## config.mk

```make
export PLATFORM = sky130hd
export DESIGN_NAME = ogrm_line_walk
export DESIGN_NICKNAME = d
export VERILOG_FILES = /design/src/rtl/ogrm_pkg.sv /design/src/rtl/ogrm_line_walk.sv
export SDC_FILE = /design/constraint.sdc
export NUM_CORES = 1
export LEC_CHECK = 0
export BUFFER_PORTS_ARGS = -buffer_cell sky130_fd_sc_hd__buf_2
export CORE_UTILIZATION = 40
export CTS_CLUSTER_DIAMETER = 80
export DETAILED_ROUTE_END_ITERATION = 12
export HOLD_SLACK_MARGIN = 0.1
export PLACE_DENSITY = 0.68
export SLEW_MARGIN = 0
export SYNTH_ARGS = -nofsm -noshare
export SYNTH_HDL_FRONTEND = slang
export SYNTH_SLANG_ARGS = --single-unit
```

## constraint.sdc

```tcl
create_clock -name clk -period 7.3 [get_ports clk]
set_input_delay 0.73 -clock clk [delete_from_list [all_inputs] [get_ports clk]]
set_output_delay 0.73 -clock clk [all_outputs]
set_load 0.05 [all_outputs]
```

## src/rtl/ogrm_pkg.sv

```systemverilog
// Shared types and constants for the occupancy grid ray marker.
// No dependencies; used by ogrm_line_walk, the top level and the testbench.
package ogrm_pkg;

    localparam int OFS_W     = 9;   // hit offset width
    localparam int DW        = 10;  // line delta width
    localparam int EW        = 11;  // line error width
    localparam int CFG_W     = 8;
    localparam int S_TDATA_W = 40;
    localparam int M_TDATA_W = 8;

    typedef enum logic [1:0] {
        MODE_CLEAR = 2'd0,
        MODE_SCAN  = 2'd1,
        MODE_READ  = 2'd2,
        MODE_NONE  = 2'd3
    } mode_t;

    localparam logic [1:0] CELL_UNKNOWN  = 2'd0;
    localparam logic [1:0] CELL_FREE     = 2'd1;
    localparam logic [1:0] CELL_OCCUPIED = 2'd2;

    localparam logic CFG_SCANNER_X = 1'b0;
    localparam logic CFG_SCANNER_Y = 1'b1;

    typedef struct packed {
        logic busy;
        logic wr_free;
    } walk_status_t;

endpackage

```

## src/rtl/ogrm_line_walk.sv

```systemverilog
// Bresenham line walker: one cell per cycle from start point to end point.
// Depends on ogrm_pkg.
module ogrm_line_walk #(
    parameter int CW = 11
) (
    input  logic                  clk,
    input  logic                  rst_n,
    input  logic                  start,
    input  logic signed [CW-1:0]  x0,
    input  logic signed [CW-1:0]  y0,
    input  logic signed [CW-1:0]  x1,
    input  logic signed [CW-1:0]  y1,
    output logic signed [CW-1:0]  wx,
    output logic signed [CW-1:0]  wy,
    output ogrm_pkg::walk_status_t st
);

    localparam int E2W = ogrm_pkg::EW + 1;

    logic                           busy_reg;
    logic signed [CW-1:0]           walk_x_reg, walk_x_next;
    logic signed [CW-1:0]           walk_y_reg, walk_y_next;
    logic signed [ogrm_pkg::EW-1:0] line_error_reg, line_error_next;
    logic signed [CW-1:0]           x1_reg, y1_reg;
    logic [ogrm_pkg::DW-1:0]        dx_reg, dy_reg;
    logic                           sx_neg_reg, sy_neg_reg;

    logic [CW-1:0]                  dx_full, dy_full;
    logic [ogrm_pkg::DW-1:0]        dx0, dy0;
    logic signed [ogrm_pkg::DW:0]   err0;
    logic signed [E2W-1:0]          e2, ndy, pdx, err_sum;
    logic                           step_x, step_y, at_end;

    always_comb
    begin
        dx_full = (x1 > x0) ? CW'(x1 - x0) : CW'(x0 - x1);
        dy_full = (y1 > y0) ? CW'(y1 - y0) : CW'(y0 - y1);
        dx0     = ogrm_pkg::DW'(dx_full);
        dy0     = ogrm_pkg::DW'(dy_full);
        err0    = $signed({1'b0, dx0}) - $signed({1'b0, dy0});

        at_end  = (walk_x_reg == x1_reg) && (walk_y_reg == y1_reg);
        e2      = {line_error_reg, 1'b0};
        ndy     = -$signed(E2W'(dy_reg));
        pdx     = $signed(E2W'(dx_reg));
        step_x  = e2 > ndy;
        step_y  = e2 < pdx;
        err_sum = E2W'(line_error_reg) + (step_x ? ndy : '0) + (step_y ? pdx : '0);
        line_error_next = ogrm_pkg::EW'(err_sum);

        walk_x_next = walk_x_reg;
        if (step_x)
        begin
            walk_x_next = sx_neg_reg ? walk_x_reg - CW'(1) : walk_x_reg + CW'(1);
        end
        walk_y_next = walk_y_reg;
        if (step_y)
        begin
            walk_y_next = sy_neg_reg ? walk_y_reg - CW'(1) : walk_y_reg + CW'(1);
        end
    end

    always_ff @(posedge clk or negedge rst_n)
    begin
        if (!rst_n)
        begin
            busy_reg       <= 1'b0;
            walk_x_reg     <= '0;
            walk_y_reg     <= '0;
            line_error_reg <= '0;
            x1_reg         <= '0;
            y1_reg         <= '0;
            dx_reg         <= '0;
            dy_reg         <= '0;
            sx_neg_reg     <= 1'b0;
            sy_neg_reg     <= 1'b0;
        end
        else if (start)
        begin
            busy_reg       <= 1'b1;
            walk_x_reg     <= x0;
            walk_y_reg     <= y0;
            line_error_reg <= ogrm_pkg::EW'(err0);
            x1_reg         <= x1;
            y1_reg         <= y1;
            dx_reg         <= dx0;
            dy_reg         <= dy0;
            sx_neg_reg     <= !(x0 < x1);
            sy_neg_reg     <= !(y0 < y1);
        end
        else if (busy_reg)
        begin
            if (at_end)
            begin
                busy_reg <= 1'b0;
            end
            else
            begin
                walk_x_reg     <= walk_x_next;
                walk_y_reg     <= walk_y_next;
                line_error_reg <= line_error_next;
            end
        end
    end

    assign wx         = walk_x_reg;
    assign wy         = walk_y_reg;
    assign st.busy    = busy_reg;
    assign st.wr_free = busy_reg && !at_end;

endmodule

```

==> results.env <==
MAX_CAP_VIOL_COUNT=0
SETUP.REG_TO_REG.WORST_SLACK_NS=1.45
TIMING.HOLD.WORST.CLASS='reg2reg'
LAYOUT_MIN_CYCLE_TIME_NS=5.85
POWER.IR.VDD_WORST_uV=265
MAPPEDNETLISTAREA_MM2=0.00813
POST_SYNTH_MAIN_AREA_CONTRIBUTORS='dfrtp_1 24%, ha_1 15%, mux2_2 4.7%, fa_1 4.4%, xnor2_1 4.3%'
CRITPATHMAXFANOUT=10
RESULT_OF_THE_RUN='completed'
ARRIVAL_NS=6.12
VIA_COUNT=6880
DR.FIRST_ITER.DRC_COUNT=321
PORTBUFFERS=70
ASYNC_RESET_FF_SHARE_PCT=100
MAX-CLOCK-PATH-BUFFERS=2
REPORT.FINAL.SETUP_VIOL=0
P_PER_AREA_mW_PER_MM2=444
DETAIL_ROUTE.WIRELENGTH_UM=20600
INITIAL_CORE_UTIL_PCT=41.2
GRT_START_MAX_NET_PINS=79
FINAL_UTIL_PCT=45.6
REGAREA_MM2=0.00195
POST_CTS_REPAIR_RESIZE_COUNT=0
DIE_H_UM=145
BUFFER_COUNT_FROM_POST_CTS_SETUP_FIXING=0
CTS-HTREE-LEVELS=3
NFILLCELLS=1906
YOSYS_WARNINGS=0
ANTENNA_FOUND_INITIAL=0
CLKLATENCYLATEPIN_NS=0.35
CPMAXSTAGEDELAYCELL='or4_1'
UNREPAIRED_SETUP_ENDPOINTS_AFTER_GLOBAL_ROUTING='false'
CRITPATHLAUNCHTYPE='flip-flop'
LAYOUT_WORST_PATH_CYCLE_SHARE_PCT=80.2
CLOCK_NET_SINK_COUNT=78
DETAIL_ROUTE.FIRST_PASS.ITERATIONS=4
NETLIST_INSTANCES=932
ANTENNA_CELLS=0
PATH_CLK_SLEW_NS=0.07
MAXIMUM_ACHIEVABLE_FREQUENCY_MHz=171
CTS_ROOT_BUFFER='clkbuf_16'
SYNTHDOMINANTCELLAREASHARE_PCT=24.0
TIMING_WORST_SETUP_PATH_TYPE='reg2reg'
SYNTHDOMINANTAREACELLTYPE='dfrtp_1'
FLOORPLAN.CORE_AREA_MM2=0.0197
PLACE.GP.CONGESTION=0.901
WORST_EP_REQUIRED_TIME_NS=7.56
CTS-BUFFERS-INSERTED=9
LAYOUT.CELL_AREA.NON_FILLER_MM2=0.00899
SYNTH-SEQ-AREA-SHARE_PCT=24.0
ELEMENT_TYPE_AT_THE_CRITICAL_PATH_END='flip-flop'
ROUTE.DETAILED.DRC=0
DESIGN.DIE.AREA_MM2=0.0209
GRT_PASS1_WL_UM=34000
TIMING.SLEW.HEADROOM_PCT=17.7
PLACE.DETAILED.HPWL_UM=16400
WORST_CLOCK_SKEW_NS=0.00792
CELLLEAKAGEPOWER_uW=0.00429
PLACE_WORST_SETUP_SLACK_NS=1.51
DIE_WIDTH_UM=145
AREA.GROWTH.SYNTH_TO_FINAL_PCT=10.6
CRITICAL_PATH.N_BUFFERS_INVERTERS=1
WIRE_PER_INST_UM=16.4
POSTSYNTHREGISTERBITS=78
KIND_OF_CELL_WITH_THE_HIGHEST_COMBINED_DELAY_ON_THE_CRITICAL_PATH='compound AO/OA/AOI/OAI gates'
LONGEST_INDIVIDUAL_STAGE_DELAY_ON_THE_WORST_PATH_NS=0.60
FINAL_LAYOUT_SIZE_SUFFIX_GT1_SHARE_PCT=14.4
TIMING_HOLD_VIOLATIONS_FINAL=0
POST_DP_CELL_AREA_MM2=0.00870
MAPPEDNETLISTNETS=1094
CELLS_ALONG_THE_CRITICAL_PATH='or4_1 > nor3_1 > nand2_1 > xnor2_1 > ha_1 > a21o_1 > a2111o_1 > a221oi_1 > or2_2 > inv_1 > and2_1 > fa_1 > ha_1 > fa_1 > a21o_1 > a21oi_1 > o21ai_0 > o41ai_1 > xnor2_1 > nand2_1 > a22oi_1'
TRITONCTS='yes'
FLOORPLAN.IO_PINS=71
SYNTH_FF_TYPE='dfrtp_1'
ROUTE.ANTENNA.REMAINING_NETS=0
FINAL_NETS=1149
AVGVIACOUNTPERCELL=5.47
MAXSLEWVIOLCOUNT=0
SYNTH-EDFF-COUNT=0
FINAL.SETUP.TNS_NS=0
GRT_PASS1_VIAS=6650
MULTI_INPUT_COMB_AREA_MM2=0.00571
GLOBALROUTE.TOTALOVERFLOW=0
AVGSYNTHCELLAREA_UM2=8.72
PLACEMENT_ROWS=51
TIGHTEST_SLEW_NS=1.23
GLOBAL_ROUTE.USAGE.TOTAL_PCT=21.1
POST_CTS_HOLD_BUFFER_COUNT=0
POST-ROUTE-WORST-SETUP-SLACK_NS=1.45
COUNT_OF_DIFFERENT_CELL_MASTERS_AFTER_SYNTHESIS=72
## cell usage after synthesis (all sizes together), types with 12 or more instances
cell type,number
clkbuf,17
xnor2,40
a21oi,54
a21o,19
o21ai,51
dfrtp,78
buf,12
xor2,37
nand2,81
ha,97
fa,18
mux2i,31
nor2b,13
o211ai,14
inv,88
nor2,59
nor3,26
mux2,35
## cells in the final DEF (no fill, tap or decap), drive strengths merged, types with 11 or more instances in the layout
master	netlist	final
or2	11	11
nor4	11	11
ha	97	97
o21ai	51	51
a211oi	11	11
mux2	35	35
mux2i	31	31
nor2	59	59
a21o	19	19
xnor2	40	40
a21oi	54	54
xor2	37	37
nor3	26	26
clkbuf	17	11
nor2b	13	13
nand2	81	81
inv	88	91
o211ai	14	14
buf	12	73
dfrtp	78	78
fa	18	18
## tightest hold or removal path: cells and delay by family, from the launching register on
| family | cells | cell delay [ns] |
|---|---|---|
| simple gates | 1 | 0.06 |
| compound gates | 1 | 0.05 |
| flops | 1 | 0.35 |
## stage by stage
| step | cells | hold slack (ns) | total power (µW) |
|---|---|---|---|
| after floorplan | 932 | 0.434 | 2940 |
| after global placement | 1241 | 0.472 | 3480 |
| after detailed placement | 1241 | 0.478 | 3540 |
| after CTS | 1257 | 0.494 | 4000 |
| after global routing | 1257 | 0.525 | 4390 |
| final | 1257 | 0.496 | 3990 |
## per-layer routing
metal	GRT usage [%]	share of wire (%)	wire, µm
met4	6.65	2.0	408
met2	34.2	47	9660
met1	29.0	48	9880
met3	2.62	3.2	665
met5	0	0	0
## cells by family after synthesis
group | after synthesis | share of synthesized area (%)
AOI/OAI and AO/OA | 224 | 18.6
xor gates and xnor gates | 77 | 8.30
adders and majority gates | 115 | 19.4
buffers and inverters | 118 | 5.85
DFF | 78 | 24.0
muxes | 66 | 8.71
and+or+nand+nor | 254 | 15.2
## cell type report
cell class	instances	area share (%)
Multi-Input combinational cell	736	63.5
Clock inverter	5	0.446
Clock buffer	11	2.70
Tap cell	265	3.69
Sequential cell	78	21.7
Inverter	89	3.72
Timing Repair Buffer	73	4.20
## path summary, 6_finish.rpt
check / startpoint / end / cells after the start
setup / recovery: dy_reg[5] / line_error_reg[9] / 21
hold / removal: dx_reg[8] / dx_reg[8] / 2
setup reg to reg: dy_reg[5] / line_error_reg[9] / 21
hold reg to reg: dx_reg[8] / dx_reg[8] / 2
max in group asynchronous: rst_n / wy[7] / 1
min in group asynchronous: rst_n / dx_reg[4] / 1
## where the power goes
group          switching, µW  internal [µW]  total [µW]
clock network            203            244         447
logic                   1600           1170        2780
registers                190            577         768
Power figures use the tool's default switching activity.
